**src/design/pca_pkg.sv**
```systemverilog
// Package: types, constants and saturating helpers of the PID controller core.
package pca_pkg;

  localparam int WORD_BITS = 32;
  localparam int FRAC_BITS = 16;
  localparam int NUM_BITS  = WORD_BITS + FRAC_BITS;
  localparam int ADDR_BITS = 5;
  localparam int ONE       = 1 << FRAC_BITS;

  typedef logic signed [WORD_BITS-1:0] word_t;
  typedef logic [WORD_BITS-1:0]        umag_t;
  typedef logic [WORD_BITS-2:0]        ubound_t;
  typedef logic [NUM_BITS-1:0]         num_t;

  localparam word_t W_MAX = {1'b0, {(WORD_BITS-1){1'b1}}};
  localparam word_t W_MIN = {1'b1, {(WORD_BITS-1){1'b0}}};

  localparam word_t LIM_DEAD  = word_t'(5 * ONE);
  localparam word_t LIM_H14   = word_t'(14 * ONE);
  localparam word_t LIM_H21   = word_t'(21 * ONE);
  localparam word_t LIM_H42   = word_t'(42 * ONE);
  localparam word_t LIM_ACCEL = word_t'(3000 * ONE);
  localparam word_t LIM_YAW   = word_t'(180 * ONE);
  localparam word_t YAW_TURN  = word_t'(360 * ONE);

  typedef enum logic [2:0] {
    REG_KP    = 3'd0,
    REG_KI    = 3'd1,
    REG_KD    = 3'd2,
    REG_IBND  = 3'd3,
    REG_DBND  = 3'd4,
    REG_MSTEP = 3'd5,
    REG_DSRC  = 3'd6,
    REG_SHAPE = 3'd7
  } reg_idx_e;

  typedef enum logic [1:0] {
    DSRC_ERR  = 2'd0,
    DSRC_MEAS = 2'd1,
    DSRC_RATE = 2'd2,
    DSRC_NONE = 2'd3
  } dsrc_e;

  typedef enum logic [1:0] {
    SHP_DEAD   = 2'd0,
    SHP_HEIGHT = 2'd1,
    SHP_ACCEL  = 2'd2,
    SHP_YAW    = 2'd3
  } shape_e;

  typedef enum logic {
    OPER_STEP  = 1'b0,
    OPER_CLEAR = 1'b1
  } oper_e;

  typedef struct packed {
    logic              operation;
    logic signed [31:0] setpoint;
    logic signed [31:0] measured;
    logic signed [31:0] measured_rate;
    logic [30:0]       time_step;
  } in_word_t;

  typedef struct packed {
    logic signed [31:0] drive;
    logic              integral_held;
  } out_word_t;

  typedef struct packed {
    word_t   prop_gain;
    word_t   integ_gain;
    word_t   deriv_gain;
    ubound_t integral_bound;
    ubound_t drive_bound;
    ubound_t min_step;
    dsrc_e   deriv_source;
    shape_e  error_shaping;
  } cfg_t;

  typedef enum logic [3:0] {
    OP_NONE,
    OP_LOAD,
    OP_SHAPE,
    OP_DIV_START,
    OP_E_FROM_Q,
    OP_DNUM,
    OP_DSET,
    OP_D_FROM_Q,
    OP_MUL,
    OP_ACC_SET,
    OP_ACC_ADD,
    OP_TRIAL,
    OP_CHECK,
    OP_FINISH,
    OP_CLEAR
  } dp_op_e;

  typedef enum logic [2:0] {
    MUL_E_KP,
    MUL_D_KD,
    MUL_E_DT,
    MUL_TRIAL_KI,
    MUL_INTEG_KI
  } mul_sel_e;

  typedef enum logic [1:0] {
    NUM_E,
    NUM_E2,
    NUM_E3,
    NUM_D
  } num_sel_e;

  typedef enum logic [1:0] {
    DEN_3,
    DEN_5,
    DEN_100,
    DEN_STEP
  } den_sel_e;

  typedef struct packed {
    dp_op_e   op;
    mul_sel_e mul_sel;
    num_sel_e num_sel;
    den_sel_e den_sel;
  } ctrl_cmd_t;

  typedef struct packed {
    shape_e shape;
    dsrc_e  dsrc;
    logic   e_accel_small;
    logic   e_lt14;
    logic   e_lt21;
    logic   div_zero;
    logic   ki_pos;
    logic   div_done;
    logic   out_free;
  } dp_stat_t;

  typedef enum logic [4:0] {
    S_IDLE,
    S_CLEAR,
    S_SHAPE,
    S_SDIV_WAIT,
    S_BAND,
    S_BDIV_WAIT,
    S_DNUM,
    S_DDIV,
    S_DDIV_WAIT,
    S_MUL_P,
    S_ACC_P,
    S_MUL_D,
    S_ACC_D,
    S_MUL_T,
    S_TRIAL,
    S_MUL_C,
    S_CHECK,
    S_MUL_I,
    S_ACC_I,
    S_FINISH
  } ctrl_state_e;

  function automatic word_t sadd(input word_t a, input word_t b);
    logic signed [WORD_BITS:0] s;
    s = {a[WORD_BITS-1], a} + {b[WORD_BITS-1], b};
    if (s[WORD_BITS] != s[WORD_BITS-1]) begin
      return s[WORD_BITS] ? W_MIN : W_MAX;
    end
    return s[WORD_BITS-1:0];
  endfunction

  function automatic word_t sneg(input word_t a);
    if (a == W_MIN) begin
      return W_MAX;
    end
    return -a;
  endfunction

  function automatic umag_t mag(input word_t a);
    if (a[WORD_BITS-1]) begin
      return umag_t'(-a);
    end
    return umag_t'(a);
  endfunction

  function automatic word_t sat_mag(input num_t m, input logic neg);
    if (neg) begin
      if (|m[NUM_BITS-1:WORD_BITS-1]) begin
        return W_MIN;
      end
      return word_t'(umag_t'(0) - m[WORD_BITS-1:0]);
    end
    if (|m[NUM_BITS-1:WORD_BITS-1]) begin
      return W_MAX;
    end
    return word_t'(m[WORD_BITS-1:0]);
  endfunction

endpackage

```
**src/design/pca_ctrl.sv**
```systemverilog
// Controller: sequences the datapath through one control step or one clear.
module pca_ctrl (
  input  logic                clk_i,
  input  logic                rst_ni,
  input  logic                in_valid_i,
  input  logic                in_oper_i,
  output logic                in_stall_o,
  input  pca_pkg::dp_stat_t   stat_i,
  output pca_pkg::ctrl_cmd_t  cmd_o
);
  import pca_pkg::*;

  ctrl_state_e state_q, state_d;

  always_comb begin
    state_d    = state_q;
    cmd_o      = '{op: OP_NONE, mul_sel: MUL_E_KP, num_sel: NUM_E, den_sel: DEN_3};
    in_stall_o = (state_q != S_IDLE);
    case (state_q)
      S_IDLE: begin
        if (in_valid_i) begin
          if (oper_e'(in_oper_i) == OPER_CLEAR) begin
            state_d = S_CLEAR;
          end else begin
            cmd_o.op = OP_LOAD;
            state_d  = S_SHAPE;
          end
        end
      end
      S_CLEAR: begin
        if (stat_i.out_free) begin
          cmd_o.op = OP_CLEAR;
          state_d  = S_IDLE;
        end
      end
      S_SHAPE: begin
        if (stat_i.shape == SHP_HEIGHT) begin
          cmd_o.op = OP_DIV_START;
          state_d  = S_SDIV_WAIT;
        end else if (stat_i.shape == SHP_ACCEL && !stat_i.e_accel_small) begin
          cmd_o.op      = OP_DIV_START;
          cmd_o.den_sel = DEN_100;
          state_d       = S_SDIV_WAIT;
        end else begin
          cmd_o.op = OP_SHAPE;
          state_d  = S_DNUM;
        end
      end
      S_SDIV_WAIT: begin
        if (stat_i.div_done) begin
          cmd_o.op = OP_E_FROM_Q;
          state_d  = (stat_i.shape == SHP_HEIGHT) ? S_BAND : S_DNUM;
        end
      end
      S_BAND: begin
        if (stat_i.e_lt14) begin
          cmd_o.op      = OP_DIV_START;
          cmd_o.num_sel = NUM_E2;
          cmd_o.den_sel = DEN_5;
          state_d       = S_BDIV_WAIT;
        end else if (stat_i.e_lt21) begin
          cmd_o.op      = OP_DIV_START;
          cmd_o.num_sel = NUM_E3;
          cmd_o.den_sel = DEN_5;
          state_d       = S_BDIV_WAIT;
        end else begin
          cmd_o.op = OP_SHAPE;
          state_d  = S_DNUM;
        end
      end
      S_BDIV_WAIT: begin
        if (stat_i.div_done) begin
          cmd_o.op = OP_E_FROM_Q;
          state_d  = S_DNUM;
        end
      end
      S_DNUM: begin
        if (stat_i.dsrc == DSRC_ERR || stat_i.dsrc == DSRC_MEAS) begin
          cmd_o.op = OP_DNUM;
          state_d  = S_DDIV;
        end else begin
          cmd_o.op = OP_DSET;
          state_d  = S_MUL_P;
        end
      end
      S_DDIV: begin
        if (stat_i.div_zero) begin
          cmd_o.op = OP_DSET;
          state_d  = S_MUL_P;
        end else begin
          cmd_o.op      = OP_DIV_START;
          cmd_o.num_sel = NUM_D;
          cmd_o.den_sel = DEN_STEP;
          state_d       = S_DDIV_WAIT;
        end
      end
      S_DDIV_WAIT: begin
        if (stat_i.div_done) begin
          cmd_o.op = OP_D_FROM_Q;
          state_d  = S_MUL_P;
        end
      end
      S_MUL_P: begin
        cmd_o.op = OP_MUL;
        state_d  = S_ACC_P;
      end
      S_ACC_P: begin
        cmd_o.op = OP_ACC_SET;
        state_d  = S_MUL_D;
      end
      S_MUL_D: begin
        cmd_o.op      = OP_MUL;
        cmd_o.mul_sel = MUL_D_KD;
        state_d       = S_ACC_D;
      end
      S_ACC_D: begin
        cmd_o.op = OP_ACC_ADD;
        state_d  = stat_i.ki_pos ? S_MUL_T : S_FINISH;
      end
      S_MUL_T: begin
        cmd_o.op      = OP_MUL;
        cmd_o.mul_sel = MUL_E_DT;
        state_d       = S_TRIAL;
      end
      S_TRIAL: begin
        cmd_o.op = OP_TRIAL;
        state_d  = S_MUL_C;
      end
      S_MUL_C: begin
        cmd_o.op      = OP_MUL;
        cmd_o.mul_sel = MUL_TRIAL_KI;
        state_d       = S_CHECK;
      end
      S_CHECK: begin
        cmd_o.op = OP_CHECK;
        state_d  = S_MUL_I;
      end
      S_MUL_I: begin
        cmd_o.op      = OP_MUL;
        cmd_o.mul_sel = MUL_INTEG_KI;
        state_d       = S_ACC_I;
      end
      S_ACC_I: begin
        cmd_o.op = OP_ACC_ADD;
        state_d  = S_FINISH;
      end
      S_FINISH: begin
        if (stat_i.out_free) begin
          cmd_o.op = OP_FINISH;
          state_d  = S_IDLE;
        end
      end
      default: begin
        state_d = S_IDLE;
      end
    endcase
  end

  always_ff @(posedge clk_i or negedge rst_ni) begin
    if (!rst_ni) begin
      state_q <= S_IDLE;
    end else begin
      state_q <= state_d;
    end
  end

endmodule

```
**config.mk**
```make
export PLATFORM = sky130hd
export DESIGN_NAME = pca_ctrl
export DESIGN_NICKNAME = d
export VERILOG_FILES = /design/src/design/pca_pkg.sv /design/src/design/pca_ctrl.sv
export SDC_FILE = /design/constraint.sdc
export NUM_CORES = 1
export LEC_CHECK = 0
export BUFFER_PORTS_ARGS = -buffer_cell sky130_fd_sc_hd__buf_2
export CAP_MARGIN = 20
export CORE_MARGIN = 3
export CORE_UTILIZATION = 30
export DETAILED_ROUTE_END_ITERATION = 8
export GPL_ROUTABILITY_DRIVEN = 0
export HOLD_SLACK_MARGIN = 0.05
export PLACE_DENSITY_LB_ADDON = 0.3
export SYNTH_ARGS = -nofsm -noshare
export SYNTH_HDL_FRONTEND = slang
export SYNTH_SLANG_ARGS = --single-unit
export TNS_END_PERCENT = 50
```
**constraint.sdc**
```tcl
create_clock -name clk_i -period 3.9 [get_ports clk_i]
set_input_delay 0.585 -clock clk_i [delete_from_list [all_inputs] [get_ports clk_i]]
set_output_delay 0.585 -clock clk_i [all_outputs]
set_load 0.05 [all_outputs]
```
# Yosys cells after proc, flatten, opt, wreduce, memory -nomap -nowiden
# Index checks and enable logic that the tools add are counted.
# W data, S select, Z words.
[op_classes] n_eq_ne=27 n_mux=36 n_reduce_logical=11
[ops] op="$pmux W5 S19" n=1
[ops] op="$pmux W4 S14" n=1
[ops] op="$eq A5 B4 Y1 const B" n=8
[ops] op="$mux W5" n=8
[ops] op="$mux W4" n=6
[ops] op="$eq A5 B3 Y1 const B" n=4
[ops] op="$eq A5 B5 Y1 const B" n=4
[ops] op="$mux W2" n=6
[ops] op="$mux W3" n=4
[ops] op="$pmux W3 S4" n=1
[ops] op="$eq A5 B2 Y1 const B" n=2
[ops] op="$ne A2 B2 Y1 const B" n=4
[ops] op="$mux W1" n=7
[ops] op="$pmux W2 S3" n=1
[ops] op="$reduce_or A2 Y1" n=3
[ops] op="$eq A5 B1 Y1 const B" n=1
[ops] op="$logic_not A5 Y1" n=1
[ops] op="$reduce_and A5 Y1" n=1
[ops] op="$reduce_bool A5 Y1" n=1
[ops] op="$reduce_or A5 Y1" n=1
[ops] op="$eq A2 B1 Y1 const B" n=2
[ops] op="$pmux W2 S2" n=1
[ops] op="$eq A2 B2 Y1 const B" n=1
[ops] op="$logic_not A2 Y1" n=1
[ops] op="other kinds (4)" n=4
[totals] register_bits=5 inputBits=15 out_inout_bits=12 wordCells=75

# Depth between registers and ports, before layout
[depth] ltp_word=5 depth_mapped=7 ltp_nobuf=5

# Worst setup path before layout
# OpenSTA, ideal clock, no wires.
[synth_timing] path_kind="register -> output" start="register state_q[1]" end="output cmd_o[10] (netlist bit)" t_arrival_ps=2217 path_slack_ps=1098 path_stages_with_launch=7 path_cell_list="dfrtp_1 > buf_2 > clkbuf_1 > clkbuf_1 > o21ai_0 > o21ai_0 > a211oi_1"
[synth_lines] item="start: declaration" line_no="pca_ctrl.sv:13" rtl="ctrl_state_e state_q, state_d;"
[synth_lines] item="start signal: assignment" line_no="pca_ctrl.sv:163" rtl="state_q <= state_d;"
[synth_lines] item="end: declaration" line_no="pca_ctrl.sv:9" rtl="output pca_pkg::ctrl_cmd_t cmd_o"

==> run summary <==
CORE AREA: 2830 µm²
number of global-route vias before repair: 1,004
setup repair after global routing missed its margin: no
M3 GR Usage: 0.629%
Final Hold Viols: 0
Post-CTS Setup Inserts: 0
final worst slack: 0.783 ns
Slew Limit Fails: 0
top_reg_cell synth: dfrtp_1
worst-path fanout max: 19
CTS tree: done
setup TNS: 0 ns
post-cts sizing count: 0
largest cells by area after synthesis: dfrtp_1 (14%), nand2_1 (7.4%), o21ai_0 (6.6%)
Area Growth Syn to Fin: 15.6%
post-route ant nets: 0
Overall Global Routing Usage: 15.4%
crit-path cells: nor4b_1, nand2b_1, a21oi_1, a211o_1, nand4b_1, buf_2
antenna violations before repair: 0
Top Usage Layer GRT: met2
Comb power frac: 76.4%
CP arrival: 2.53 ns
Die Wd: 61.0 µm
worst rel slew slack: 45.2%
Required @ worst endpoint: 3.31 ns
syn avg cell area: 6.73 µm²
Top Registers: state_q (5)
Slowest Stage Delay on Critical Path: 0.75 ns
Final period util: 79.9%
cell with the most instances after synthesis: nand2_1
Async SR Flop Fraction: 100%
post-synthesis net count: 150
die span in y: 61.0 µm
Psw: 0.568 mW
Hold Buf Count CTS: 0
WL/cell: 15.3 µm
total die area: 3720 µm²
Peak supply drop: 0.259 mV
critical path class: reg2out
initial drt markers: 47
clock root buffer: clkbuf_4
DRC viols: 0
clock share of power: 6.2%
Seq/Total Area, Yosys: 13.8%
largest register by flop count: state_q
CTS clk-pin slew, worst paths: 0.04 ns
most common library cells after synthesis: nand2_1 (18), nor2_1 (15), o21ai_0 (12)
power per standard cell area: 871 nW/µm²
TritonCTS Buffers: 3
vias per inst: 5.86
leak pwr: 0.445 nW
Sink Count: 5
Final min period: 3.12 ns
Post-synth EDFFs: 0
Reg power frac: 17.4%
kind of end point of the critical path: output port
Yosys warning count: 0
# rows: 19
global-route track usage on met2: 25.4%
GRT overflow: 0
IO Pins: 27
diode count: 0
global-route wire length before repair: 4.54 mm
dpl ws: 1.18 ns
Fin Clk Skew: 0.000626 ns
largest net degree at the start of global routing: 28
Seq. cell area: 125 µm²
Unique masters post-synth: 44
met1 usage: 22.2%
Startpoint Class: register
Yosys top cell by area: dfrtp_1
fmax: 0.321 GHz
Starting Density: 32.1%
Layout fillers: 307
Hold Crit Class: in2async
Worst Hold Slack: 0.152 ns
Pint: 0.346 mW
Routed WL: 2.84 mm
status: completed
Worst path slowest cell: nor4b_1
Mapped Cells: 135
Sw Share: 62.2%
fin nets: 170
Worst-Skew Late Latency: 0.23 ns
CTS H-tree lvls: 1
routed via count: 1,085
drt pass-1 iters: 4
clock tree buffer depth: 2
synthesized area: 908 µm²
multi-input logic area: 704 µm²
Least-Margin Pin Slew: 0.822 ns
Design Power: 0.914 mW
Max-Cap Viols: 0
max reg flops: 5
endpoints failing setup: 0
#FFs+latches synth: 5
PortBufs: 25
fin util: 37.1%
top cell type's share of synthesized area: 13.8%
layout cells sized above 1: 25.3%
Post-DP HPWL: 2.09 mm
==> power by group through the flow <==
stage	registers, mW	logic (mW)	clock network, mW
3_3_place_gp	0.153	0.684	0
5_1_grt	0.164	0.755	0.0616
3_5_place_dp	0.156	0.691	0
2_1_floorplan	0.0785	0.630	0
6_report	0.159	0.698	0.0564
4_1_cts	0.155	0.694	0.0582
==> cell families (layout without fill, tap and decap cells) <==
group | count (synthesis) | count (layout) | share of synthesized area [%]
AOI/OAI and AO/OA | 44 | 44 | 35.1
xor gates and xnor gates | 2 | 2 | 1.93
buffers and inverters | 16 | 35 | 8.68
DFF | 5 | 5 | 13.8
and+or+nand+nor | 68 | 68 | 40.5
==> worst max-delay path: cells and delay by family (launching register included) <==
kind	cells	cell delay (ns)
and+or+nand+nor	3	1.07
DFF	1	0.60
AOI/OAI and AO/OA	2	0.34
buffers and inverters	1	0.28
==> layout make-up <==
type                       count  area share, %
clock buffer                   4           2.50
inverter                       4           1.43
multi-input combinational    114           67.1
sequential                     5           11.9
tap                           31           3.69
timing repair buffer          27           13.3
==> per-stage QoR <==
step | cell area, µm² | std cells
2_1_floorplan | 908 | 135
3_3_place_gp | 1020 | 181
3_5_place_dp | 1020 | 181
4_1_cts | 1050 | 185
5_1_grt | 1050 | 185
6_report | 1050 | 185
==> routing by layer <==
layer	share of wire [%]	up-vias
met5	0	-
met3	8.9	2
met2	48	61
met4	0.81	0
li1	-	532
met1	42	490
==> final timing paths <==
path / start / end / slack [ns] / depth (start not counted)
min: rst_ni / state_q[3]$_DFFE_PN0P_ / 0.15 / 1
min reg2reg: state_q[4]$_DFFE_PN0P_ / state_q[3]$_DFFE_PN0P_ / 0.70 / 1
min in group clk_i: stat_i[1] / state_q[2]$_DFFE_PN0P_ / 0.62 / 2
max in group asynchronous: rst_ni / state_q[4]$_DFFE_PN0P_ / 3.63 / 1
max reg2reg: state_q[2]$_DFFE_PN0P_ / state_q[2]$_DFFE_PN0P_ / 1.59 / 5
max: state_q[0]$_DFFE_PN0P_ / cmd_o[7] / 0.78 / 6
==> cells in the final DEF (no fill, tap or decap), types with 2 or more instances in the layout <==
cell type,n
a31oi_1,2
nor3_1,4
nand2_1,18
nand2b_1,6
xor2_1,2
buf_4,2
buf_2,25
inv_1,3
o32ai_1,3
nor4_1,2
or4_1,2
a211o_1,3
a211oi_1,2
clkbuf_4,3
or2_2,3
a32oi_1,4
nor2b_1,8
nor2_1,15
dfrtp_1,5
a21oi_1,7
o21ai_0,12
No activity file was read; power rests on OpenSTA's default activity.
