<file path="src/design/pca_pkg.sv">
// Package: types, constants and saturating helpers of the PID controller core.
package pca_pkg;

  localparam int WORD_BITS = 32;
  localparam int FRAC_BITS = 16;
  localparam int NUM_BITS  = WORD_BITS + FRAC_BITS;
  localparam int ADDR_BITS = 5;
  localparam int ONE       = 1 << FRAC_BITS;

  typedef logic signed [WORD_BITS-1:0] word_t;
  typedef logic [WORD_BITS-1:0]        umag_t;
  typedef logic [WORD_BITS-2:0]        ubound_t;
  typedef logic [NUM_BITS-1:0]         num_t;

  localparam word_t W_MAX = {1'b0, {(WORD_BITS-1){1'b1}}};
  localparam word_t W_MIN = {1'b1, {(WORD_BITS-1){1'b0}}};

  localparam word_t LIM_DEAD  = word_t'(5 * ONE);
  localparam word_t LIM_H14   = word_t'(14 * ONE);
  localparam word_t LIM_H21   = word_t'(21 * ONE);
  localparam word_t LIM_H42   = word_t'(42 * ONE);
  localparam word_t LIM_ACCEL = word_t'(3000 * ONE);
  localparam word_t LIM_YAW   = word_t'(180 * ONE);
  localparam word_t YAW_TURN  = word_t'(360 * ONE);

  typedef enum logic [2:0] {
    REG_KP    = 3'd0,
    REG_KI    = 3'd1,
    REG_KD    = 3'd2,
    REG_IBND  = 3'd3,
    REG_DBND  = 3'd4,
    REG_MSTEP = 3'd5,
    REG_DSRC  = 3'd6,
    REG_SHAPE = 3'd7
  } reg_idx_e;

  typedef enum logic [1:0] {
    DSRC_ERR  = 2'd0,
    DSRC_MEAS = 2'd1,
    DSRC_RATE = 2'd2,
    DSRC_NONE = 2'd3
  } dsrc_e;

  typedef enum logic [1:0] {
    SHP_DEAD   = 2'd0,
    SHP_HEIGHT = 2'd1,
    SHP_ACCEL  = 2'd2,
    SHP_YAW    = 2'd3
  } shape_e;

  typedef enum logic {
    OPER_STEP  = 1'b0,
    OPER_CLEAR = 1'b1
  } oper_e;

  typedef struct packed {
    logic              operation;
    logic signed [31:0] setpoint;
    logic signed [31:0] measured;
    logic signed [31:0] measured_rate;
    logic [30:0]       time_step;
  } in_word_t;

  typedef struct packed {
    logic signed [31:0] drive;
    logic              integral_held;
  } out_word_t;

  typedef struct packed {
    word_t   prop_gain;
    word_t   integ_gain;
    word_t   deriv_gain;
    ubound_t integral_bound;
    ubound_t drive_bound;
    ubound_t min_step;
    dsrc_e   deriv_source;
    shape_e  error_shaping;
  } cfg_t;

  typedef enum logic [3:0] {
    OP_NONE,
    OP_LOAD,
    OP_SHAPE,
    OP_DIV_START,
    OP_E_FROM_Q,
    OP_DNUM,
    OP_DSET,
    OP_D_FROM_Q,
    OP_MUL,
    OP_ACC_SET,
    OP_ACC_ADD,
    OP_TRIAL,
    OP_CHECK,
    OP_FINISH,
    OP_CLEAR
  } dp_op_e;

  typedef enum logic [2:0] {
    MUL_E_KP,
    MUL_D_KD,
    MUL_E_DT,
    MUL_TRIAL_KI,
    MUL_INTEG_KI
  } mul_sel_e;

  typedef enum logic [1:0] {
    NUM_E,
    NUM_E2,
    NUM_E3,
    NUM_D
  } num_sel_e;

  typedef enum logic [1:0] {
    DEN_3,
    DEN_5,
    DEN_100,
    DEN_STEP
  } den_sel_e;

  typedef struct packed {
    dp_op_e   op;
    mul_sel_e mul_sel;
    num_sel_e num_sel;
    den_sel_e den_sel;
  } ctrl_cmd_t;

  typedef struct packed {
    shape_e shape;
    dsrc_e  dsrc;
    logic   e_accel_small;
    logic   e_lt14;
    logic   e_lt21;
    logic   div_zero;
    logic   ki_pos;
    logic   div_done;
    logic   out_free;
  } dp_stat_t;

  typedef enum logic [4:0] {
    S_IDLE,
    S_CLEAR,
    S_SHAPE,
    S_SDIV_WAIT,
    S_BAND,
    S_BDIV_WAIT,
    S_DNUM,
    S_DDIV,
    S_DDIV_WAIT,
    S_MUL_P,
    S_ACC_P,
    S_MUL_D,
    S_ACC_D,
    S_MUL_T,
    S_TRIAL,
    S_MUL_C,
    S_CHECK,
    S_MUL_I,
    S_ACC_I,
    S_FINISH
  } ctrl_state_e;

  function automatic word_t sadd(input word_t a, input word_t b);
    logic signed [WORD_BITS:0] s;
    s = {a[WORD_BITS-1], a} + {b[WORD_BITS-1], b};
    if (s[WORD_BITS] != s[WORD_BITS-1]) begin
      return s[WORD_BITS] ? W_MIN : W_MAX;
    end
    return s[WORD_BITS-1:0];
  endfunction

  function automatic word_t sneg(input word_t a);
    if (a == W_MIN) begin
      return W_MAX;
    end
    return -a;
  endfunction

  function automatic umag_t mag(input word_t a);
    if (a[WORD_BITS-1]) begin
      return umag_t'(-a);
    end
    return umag_t'(a);
  endfunction

  function automatic word_t sat_mag(input num_t m, input logic neg);
    if (neg) begin
      if (|m[NUM_BITS-1:WORD_BITS-1]) begin
        return W_MIN;
      end
      return word_t'(umag_t'(0) - m[WORD_BITS-1:0]);
    end
    if (|m[NUM_BITS-1:WORD_BITS-1]) begin
      return W_MAX;
    end
    return word_t'(m[WORD_BITS-1:0]);
  endfunction

endpackage

</file>
<file path="src/design/pca_regs.sv">
// Configuration register bank behind the APB-style port.
module pca_regs (
  input  logic                          clk_i,
  input  logic                          rst_ni,
  input  logic                          psel,
  input  logic                          penable,
  input  logic                          pwrite,
  input  logic [pca_pkg::ADDR_BITS-1:0] paddr,
  input  logic [31:0]                   pwdata,
  output logic [31:0]                   prdata,
  output logic                          pready,
  output pca_pkg::cfg_t                 cfg_o
);
  import pca_pkg::*;

  cfg_t     cfg_q, cfg_d;
  reg_idx_e idx;
  logic     wr_en;

  assign idx    = reg_idx_e'(paddr[4:2]);
  assign wr_en  = psel && penable && pwrite;
  assign pready = 1'b1;
  assign cfg_o  = cfg_q;

  always_comb begin
    cfg_d = cfg_q;
    if (wr_en) begin
      case (idx)
        REG_KP:    cfg_d.prop_gain      = word_t'(pwdata);
        REG_KI:    cfg_d.integ_gain     = word_t'(pwdata);
        REG_KD:    cfg_d.deriv_gain     = word_t'(pwdata);
        REG_IBND:  cfg_d.integral_bound = pwdata[30:0];
        REG_DBND:  cfg_d.drive_bound    = pwdata[30:0];
        REG_MSTEP: cfg_d.min_step       = pwdata[30:0];
        REG_DSRC:  cfg_d.deriv_source   = dsrc_e'(pwdata[1:0]);
        REG_SHAPE: cfg_d.error_shaping  = shape_e'(pwdata[1:0]);
        default:   cfg_d = cfg_q;
      endcase
    end
  end

  always_comb begin
    case (idx)
      REG_KP:    prdata = cfg_q.prop_gain;
      REG_KI:    prdata = cfg_q.integ_gain;
      REG_KD:    prdata = cfg_q.deriv_gain;
      REG_IBND:  prdata = {1'b0, cfg_q.integral_bound};
      REG_DBND:  prdata = {1'b0, cfg_q.drive_bound};
      REG_MSTEP: prdata = {1'b0, cfg_q.min_step};
      REG_DSRC:  prdata = {30'b0, cfg_q.deriv_source};
      REG_SHAPE: prdata = {30'b0, cfg_q.error_shaping};
      default:   prdata = '0;
    endcase
  end

  always_ff @(posedge clk_i or negedge rst_ni) begin
    if (!rst_ni) begin
      cfg_q <= '0;
    end else begin
      cfg_q <= cfg_d;
    end
  end

endmodule

</file>
<file path="config.mk">
export PLATFORM = sky130hd
export DESIGN_NAME = pca_regs
export DESIGN_NICKNAME = d
export VERILOG_FILES = /design/src/design/pca_pkg.sv /design/src/design/pca_regs.sv
export SDC_FILE = /design/constraint.sdc
export NUM_CORES = 1
export LEC_CHECK = 0
export BUFFER_PORTS_ARGS = -buffer_cell sky130_fd_sc_hd__buf_4
export CELL_PAD_IN_SITES_DETAIL_PLACEMENT = 0
export CELL_PAD_IN_SITES_GLOBAL_PLACEMENT = 1
export CORE_UTILIZATION = 40
export DETAILED_ROUTE_END_ITERATION = 16
export PLACE_DENSITY = 0.83
export SYNTH_ARGS = -nofsm -noshare
export SYNTH_HDL_FRONTEND = slang
export SYNTH_SLANG_ARGS = --single-unit
export TNS_END_PERCENT = 30
</file>
<file path="constraint.sdc">
create_clock -name clk_i -period 4.2 [get_ports clk_i]
set_clock_uncertainty 0.2 [all_clocks]
set_input_delay 0.42 -clock clk_i [delete_from_list [all_inputs] [get_ports clk_i]]
set_output_delay 0.42 -clock clk_i [all_outputs]
set_load 0.02 [all_outputs]
</file>
Yosys cells after proc, flatten, opt, wreduce, memory -nomap -nowiden
Cells that the tools add are included.
{"block": "totals", "regBits": 193, "in_bits": 42, "rom_bits": 0, "ram_bits": 0, "latch_bits": 0, "word_cells": 27, "mem_count": 0}
{"block": "classes", "n_addsub": 0, "n_shift": 0, "multipliers": 0, "bitwise_logic": 0, "order_cmp": 0, "mux": 1, "eq_ne": 7, "reduce_logical": 11, "div_mod_pow": 0}
{"op": "one-hot mux 32 bit (8 select lines)", "n": 1}
{"op": "AND reduction 2 bit", "n": 8}
{"op": "equality test 3 bit (second input constant)", "n": 4}
{"op": "equality test 3 x 2 -> 1 bit (second input constant)", "n": 2}
{"op": "equality test 3 x 1 -> 1 bit (second input constant)", "n": 1}
{"op": "zero test 3 bit", "n": 1}
{"op": "logical AND 1 bit", "n": 2}

Logic depth before layout (Yosys ltp)
Gate-level depths: netlist of the first run.
{"block": "depth", "ltp_word": 3, "mapped_depth": 6, "mapped_depth_nobuf": 4}

Least setup slack after synthesis of the first run
OpenSTA, ideal clock, no wires.
{"block": "synth_timing", "path_type": "in2out", "from": "input port paddr[4] in the netlist's numbering", "to": "output port prdata[13]", "arrival_time_ps": 1607, "slack_ps": 1973, "required_ps": 3580, "cell_stages": 5, "path_buffers": 3, "path_cell_list": "buf_4 -> or3_1 -> buf_2 -> buf_2 -> a31oi_1"}
{"block": "synth_via", "elab_chain_len": 2, "word_cells_on_any_way": 9, "cone_classes": "7 x eq/ne; 1 x mux; 1 x reduce/logical"}
{"item": "start: declaration", "line_no": "pca_regs.sv:8", "rtl": "input logic [pca_pkg::ADDR_BITS-1:0] paddr,"}
{"item": "equality test 3 bit, or another cell as far along", "line_no": "pca_regs.sv:43", "rtl": "case (idx)"}
{"item": "one-hot mux 32 bit (8 select lines) *", "line_no": "pca_regs.sv:43"}
{"item": "end: declaration", "line_no": "pca_regs.sv:10", "rtl": "output logic [31:0] prdata,"}
Mark *: on every way between the ends. The rest lies on a longest branch, timed or not.

Worst setup path after layout of the first run
{"block": "layout_timing", "from": "input port paddr[4] in the netlist's numbering", "to": "output port prdata[19]"}
Same word-level chain as after synthesis.

==> results.yml, run 1 <==
timing:
  fin_crit_sh_pct: 75.6
  achievable-frequency_ghz: 0.315
  rsz0062_at_grt: "no"
  max_slew_margin_pct: 34.7
  max_slew.worst_pin.slew_ns: 0.979
  finalHoldViolCount: 0
  timing.final.setup_violations: 0
  final_period_minus_worst_setup_slack_ns: 3.17
  finalMaxSlewViolations: 0
  setup-tns-final_ns: 0
critical_path:
  critPathMostFrequentCell: "sky130_fd_sc_hd__buf_4"
  path_cells: "buf_4 > nor2b_4 > buf_4 > a22o_1 > a22oi_1 > a21oi_1 > buf_4"
  cp-start-kind: "primary input"
  crit_buf_inv: 3
  critPathRequiredTime_ns: 3.58
  worst_setup_sp: "paddr[4]"
  critical-path-slowest-cell: "sky130_fd_sc_hd__nor2b_4"
  setup.worst_path.end_class: "output port"
  crit_path_max_incr_delay_ns: 0.73
  timing_worst_setup_path_type: "in -> out"
  cp.arrival_ns: 2.55
  worst_flop_to_flop_path_startpoint: "cfg_o[4]"
  r2r_cells: 1
  cp.depth: 7
  worst_path_dominant_cell_family: "buffers and inverters"
  critical_path_maximum_fanout: 40
clock_tree:
  cts_resized: 0
  clock_tree_from_tritoncts: "done"
  clock_tree.htree_level_count: 4
  clock_sink_count: 193
  clk_latency_ns: 0.42
  cts.root.buffer_cell: "sky130_fd_sc_hd__clkbuf_16"
  post_cts_setup_buffer_count: 0
  reg_clk_slew_reported_paths_ns: 0.07
  cts_buffer_count: 17
  max-clock-path-buffers: 2
drt:
  drt_first_iter_violations: 311
  detail_route.drc_violations: 0
  route.vias.total: 6716
  detail_route.wirelength_mm: 26.3
  routed_via_density: 5.46
  antenna_left: 0
  iteration_count_of_the_initial_detailed_routing_pass: 4
  drt-wirelength-per-cell_um: 21.4
placed_design:
  place_congestion: 0.787
  dpl_cell_area_um2: 11000
  buffer_ports.inserted: 264
  detailed_place_hpwl_mm: 17.2
synthesis:
  synth_cell_type_count: 35
  synth_mux_area_share_pct: 26.6
  synth_area_um2: 8840
  ys_dominant_reg_cell: "sky130_fd_sc_hd__dfrtp_1"
  synth_simple_gate_area_share_pct: 4.44
  yosysTopAreaCell: "sky130_fd_sc_hd__dfrtp_1"
  yosys.area_share.adder_pct: 0
  yosysMostFrequentCell: "sky130_fd_sc_hd__dfrtp_1"
  synth_enable_flop_cells: 0
  compound_cell_area_share_of_the_yosys_netlist_pct: 9.96
  synthXorXnorAreaFrac_pct: 0
  ys_warn_count: 0
  ys_async_sr_fraction_pct: 100
  netlist_top_cells_count: "sky130_fd_sc_hd__dfrtp_1, sky130_fd_sc_hd__mux2_2, sky130_fd_sc_hd__a21oi_1"
  synth.net_count: 727
  mean_area_per_synthesized_cell_um2: 12.9
  synth_top_family_by_area: "multiplexers"
  postSynthRegisterBits: 193
  yosys-top-cells-area: "sky130_fd_sc_hd__dfrtp_1, sky130_fd_sc_hd__mux2_2, sky130_fd_sc_hd__mux2i_1"
  synth.top_cell.area_share_pct: 54.6
  ys_seq_area_share_pct: 54.6
  syn-instance-count: 685
min_path:
  worst_hold_startpoint: "pwdata[31]"
  whs_path_depth: 2
  type_of_the_tightest_min_delay_check: "in -> reg"
finish:
  layout-drive-gt1-share_pct: 52.3
  fin_area_um2: 11700
  finish.net_count: 979
  multi_input_area_um2: 3640
  filler_cell_count: 1941
  area_growth_pct: 32.2
  area.sequential_um2: 4830
  antenna-diode-count: 0
  largest_register_ff_count: 193
die:
  initial_standard_cell_utilization_of_the_core_pct: 40.6
  core_region_area_um2: 21800
  floorplan.rows: 54
  die_height_um: 151
  chipWidth_um: 151
  dieArea_um2: 22700
  num_io_pins: 268
global_routing:
  first_global_vias: 6597
  total_gr_overflow: 0
  grt.total_usage_pct: 23.6
  grt_start_max_net_pins: 114
  initial_antenna_violation_count: 0
  grt_pass1_wl_mm: 39.7
run:
  max-cap-violations: 0
power:
  leakage_nw: 5.62
  ir_worst_vdd_mv: 0.263
  power_per_cell_area_nw_per_um2: 531
  total_power_mw: 6.21
outcome:
  run_status: "completed"
==> worst paths after layout <==
kind | slack [ns] | to
worst min-delay path | 0.03 | cfg_o[192]
worst max-delay path | 1.03 | prdata[19]
max in group asynchronous | 2.35 | cfg_o[29]
worst max register to register | 3.18 | cfg_o[4]
worst min register to register | 0.31 | cfg_o[191]
min in group asynchronous | 0.43 | cfg_o[184]
==> kinds of logic after synthesis <==
| group | after synthesis |
|---|---|
| buffers and inverters | 62 |
| multiplexers | 212 |
| AO/OA/AOI/OAI | 137 |
| other | 1 |
| AND/OR/NAND/NOR | 80 |
| flip-flops | 193 |
==> routing by layer <==
layer,vias to the layer above,global-route usage (%),wire (um)
met4,0,6.10,294
met1,3465,32.9,11500
met3,21,5.36,1730
met2,246,37.0,12800
met5,-,0,0
li1,2984,-,-
==> power breakdown <==
group	leakage, nW	internal, mW	switching (mW)
registers	2.45	2.23	0.307
logic	2.87	0.891	1.02
clock network	0.308	1.00	0.753
==> cell usage in the layout, fill, tap and decap left out, types with 5 or more instances in the layout <==
cell / n
sky130_fd_sc_hd__nor2_4: 6
sky130_fd_sc_hd__buf_12: 5
sky130_fd_sc_hd__o22ai_1: 12
sky130_fd_sc_hd__buf_4: 274
sky130_fd_sc_hd__nor2_1: 38
sky130_fd_sc_hd__inv_1: 12
sky130_fd_sc_hd__o22a_1: 14
sky130_fd_sc_hd__dfrtp_1: 193
sky130_fd_sc_hd__mux2_1: 10
sky130_fd_sc_hd__a22oi_1: 27
sky130_fd_sc_hd__a21oi_1: 41
sky130_fd_sc_hd__clkbuf_16: 17
sky130_fd_sc_hd__mux2_2: 174
sky130_fd_sc_hd__nand2_1: 24
sky130_fd_sc_hd__mux2i_1: 28
sky130_fd_sc_hd__a22o_1: 5
sky130_fd_sc_hd__a21o_1: 5
sky130_fd_sc_hd__a211oi_1: 8
sky130_fd_sc_hd__o21ai_0: 20
==> metrics by stage <==
step                hold WS (ns)  cells  util, %  worst slack [ns]
floorplan                -0.0756    685        -              1.97
global placement           0.295   1197     50.8             0.974
detailed placement         0.303   1197     50.8             0.990
CTS                      0.00969   1230     53.7             0.970
global route              0.0198   1230     53.7             0.866
finish                    0.0251   1230     53.7              1.03
==> area by class of cell <==
cell class / count / area share, %
Multi-Input combinational cell: 430 / 31.2
Timing Repair Buffer: 281 / 18.7
Inverter: 14 / 0.450
Clock buffer: 20 / 3.99
Tap cell: 280 / 3.00
Sequential cell: 193 / 41.3
Clock inverter: 12 / 1.43
==> what timing repair did <==
item,in CTS,in global routing
setup endpoints to repair,0,0
hold endpoints to repair,87,0
hold buffers,1,0
Note: power is estimated with default switching activity, not from simulation.
==> inputs of run 2 (changes only) <==
Settings changed: CORE_UTILIZATION 40 to 37, PLACE_DENSITY 0.83 to 0.81.
Clock period 4.2 ns to 2.9 ns, I/O delays scaled along.
==> run 2 against run 1 <==
- first-iteration DRC count is 8.4% lower
- critical path depth is 1 lower
- sequential share of layout area shrank 1.4 points
- clock power grew 30%
- flip-flop and latch count unchanged
- die area up 8.0%
- total power up 42%
- worst setup slack worse by 0.60 ns
- routed wire length is 1.8% higher
==> results.yml, run 2 (same netlist as run 1, synthesis figures left out) <==
global_routing:
  initial_antenna_violation_count: 0
  grt_start_max_net_pins: 74
  grt_pass1_wl_mm: 40.7
  total_gr_overflow: 0
  first_global_vias: 6833
  grt.total_usage_pct: 22.1
clock_tree:
  post_cts_setup_buffer_count: 0
  reg_clk_slew_reported_paths_ns: 0.08
  clk_latency_ns: 0.42
  clock_sink_count: 193
  clock_tree.htree_level_count: 4
  max-clock-path-buffers: 2
  cts.root.buffer_cell: "sky130_fd_sc_hd__clkbuf_16"
  cts_buffer_count: 17
  cts_resized: 0
  clock_tree_from_tritoncts: "done"
timing:
  final_period_minus_worst_setup_slack_ns: 2.48
  rsz0062_at_grt: "no"
  timing.final.setup_violations: 0
  fin_crit_sh_pct: 85.4
  finalHoldViolCount: 0
  max_slew_margin_pct: 58.0
  setup-tns-final_ns: 0
  achievable-frequency_ghz: 0.404
  finalMaxSlewViolations: 0
  max_slew.worst_pin.slew_ns: 0.630
critical_path:
  cp.arrival_ns: 1.99
  regToRegEndpoint: "cfg_o[47]"
  critPathMostFrequentCell: "sky130_fd_sc_hd__buf_4"
  critPathRequiredTime_ns: 2.41
  r2r_cells: 1
  setup.worst_path.end_class: "output port"
  internal_reg_to_reg_setup_slack_ns: 1.87
  path_cells: "buf_4 > buf_4 > nor2_1 > a21oi_1 > a31oi_1 > buf_4"
  worst_setup_sp: "paddr[3]"
  critical-path-slowest-cell: "sky130_fd_sc_hd__buf_4"
  cp-start-kind: "primary input"
  setup.worst_path.end: "prdata[21]"
  worst_flop_to_flop_path_startpoint: "cfg_o[47]"
  timing_worst_setup_path_type: "in -> out"
  critical_path_maximum_fanout: 30
  crit_path_max_incr_delay_ns: 0.46
die:
  dieArea_um2: 24500
  num_io_pins: 268
  core_region_area_um2: 23500
  floorplan.rows: 56
  initial_standard_cell_utilization_of_the_core_pct: 37.7
  chipWidth_um: 157
  die_height_um: 157
drt:
  route.vias.total: 6783
  antenna_left: 0
  drt_first_iter_violations: 285
  detail_route.drc_violations: 0
  detail_route.wirelength_mm: 26.8
  iteration_count_of_the_initial_detailed_routing_pass: 4
  routed_via_density: 5.17
  drt-wirelength-per-cell_um: 20.4
power:
  power.share.sequential_pct: 41.7
  internal_power_mw: 5.71
  total_switching_power_mw: 3.07
  total_power_mw: 8.79
  power_frac_clock_pct: 26.1
  leakage_nw: 5.79
  switching_share_pct: 35.0
  p_comb_share_pct: 32.2
  ir_worst_vdd_mv: 0.414
  power_per_cell_area_nw_per_um2: 726
finish:
  antenna-diode-count: 0
  finish.net_count: 1022
  area_growth_pct: 36.8
  filler_cell_count: 2123
  most_frequent_cells_in_the_layout: "sky130_fd_sc_hd__buf_4, sky130_fd_sc_hd__dfrtp_1, sky130_fd_sc_hd__mux2_2, sky130_fd_sc_hd__a21oi_1, sky130_fd_sc_hd__nor2_1"
  layout_commonest_cell: "sky130_fd_sc_hd__buf_4"
  layout-drive-gt1-share_pct: 51.1
  largest_register_ff_count: 193
min_path:
  type_of_the_tightest_min_delay_check: "in -> async"
placed_design:
  place_congestion: 0.766
  buffer_ports.inserted: 264
  detailed_place_hpwl_mm: 17.6
run:
  max-cap-violations: 0
outcome:
  run_status: "completed"
[run 2: cell count changes in the layout (fill, tap and decap cells not counted), sizes merged]
cell / change
buf: +11
bufinv: -3
clkbuf: -1
clkinv: +4
clkinvlp: -1
dlygate4sd3: +32
inv: +1
[run 2: what timing repair did]
item                       CTS  global route
hold buffers                33             0
setup endpoints to repair    0             0
hold endpoints to repair   262             0
[run 2: worst max-delay path, delay by kind of cell]
family	cells	cell delay, ns
AOI/OAI and AO/OA	2	0.36
buffers and inverters	3	1.04
and+or+nand+nor	1	0.21
[run 2: final cells by class]
class	instances	area [um^2]	area share (%)
sequential	193	4830	39.9
multi-input combinational	430	3640	30.1
timing repair buffer	324	2610	21.6
clock buffer	19	443	3.66
tap	319	399	3.30
clock inverter	13	119	0.983
inverter	14	52.6	0.435
[run 2: per-layer routing]
layer	share of wire [%]	wire length, um	vias up	track usage (%)
li1	-	-	3063	-
met1	44	11800	3486	29.0
met2	49	13200	207	36.4
met3	5.0	1350	27	4.62
met4	1.6	418	0	7.38
met5	0	0	-	0
[run 2: worst min-delay path by stage]
| stage | slack (ns) | start | cells past startpoint | endpoint |
|---|---|---|---|---|
| 4_1_cts | 0.25 | rst_ni | 2 | cfg_o[182] |
| 2_1_floorplan | -0.21 | rst_ni | 0 | cfg_o[0] |
| 3_3_place_gp | 0.17 | rst_ni | 1 | cfg_o[182] |
| 5_1_grt | 0.27 | rst_ni | 2 | cfg_o[184] |
| 6_report | 0.23 | rst_ni | 2 | cfg_o[184] |
| 3_5_place_dp | 0.17 | rst_ni | 1 | cfg_o[184] |
[run 2: power by group through the flow]
stage          combinational, mW  clock (mW)  sequential [mW]
2_1_floorplan              0.851           0             4.28
3_3_place_gp                2.78           0             3.71
3_5_place_dp                2.81           0             3.72
4_1_cts                     2.86        2.34             3.67
5_1_grt                     3.00        2.46             3.74
6_report                    2.83        2.29             3.67
[run 2: metrics by stage]
step	utilization (%)	instance area (um^2)	hold slack, ns	setup WS (ns)	std cells
global route	51.5	12100	0.267	0.363	1312
floorplan	-	8840	-0.206	0.933	685
finish	51.5	12100	0.230	0.423	1312
CTS	51.5	12100	0.254	0.459	1312
detailed placement	47.7	11200	0.168	0.463	1247
global placement	47.7	11200	0.167	0.467	1247
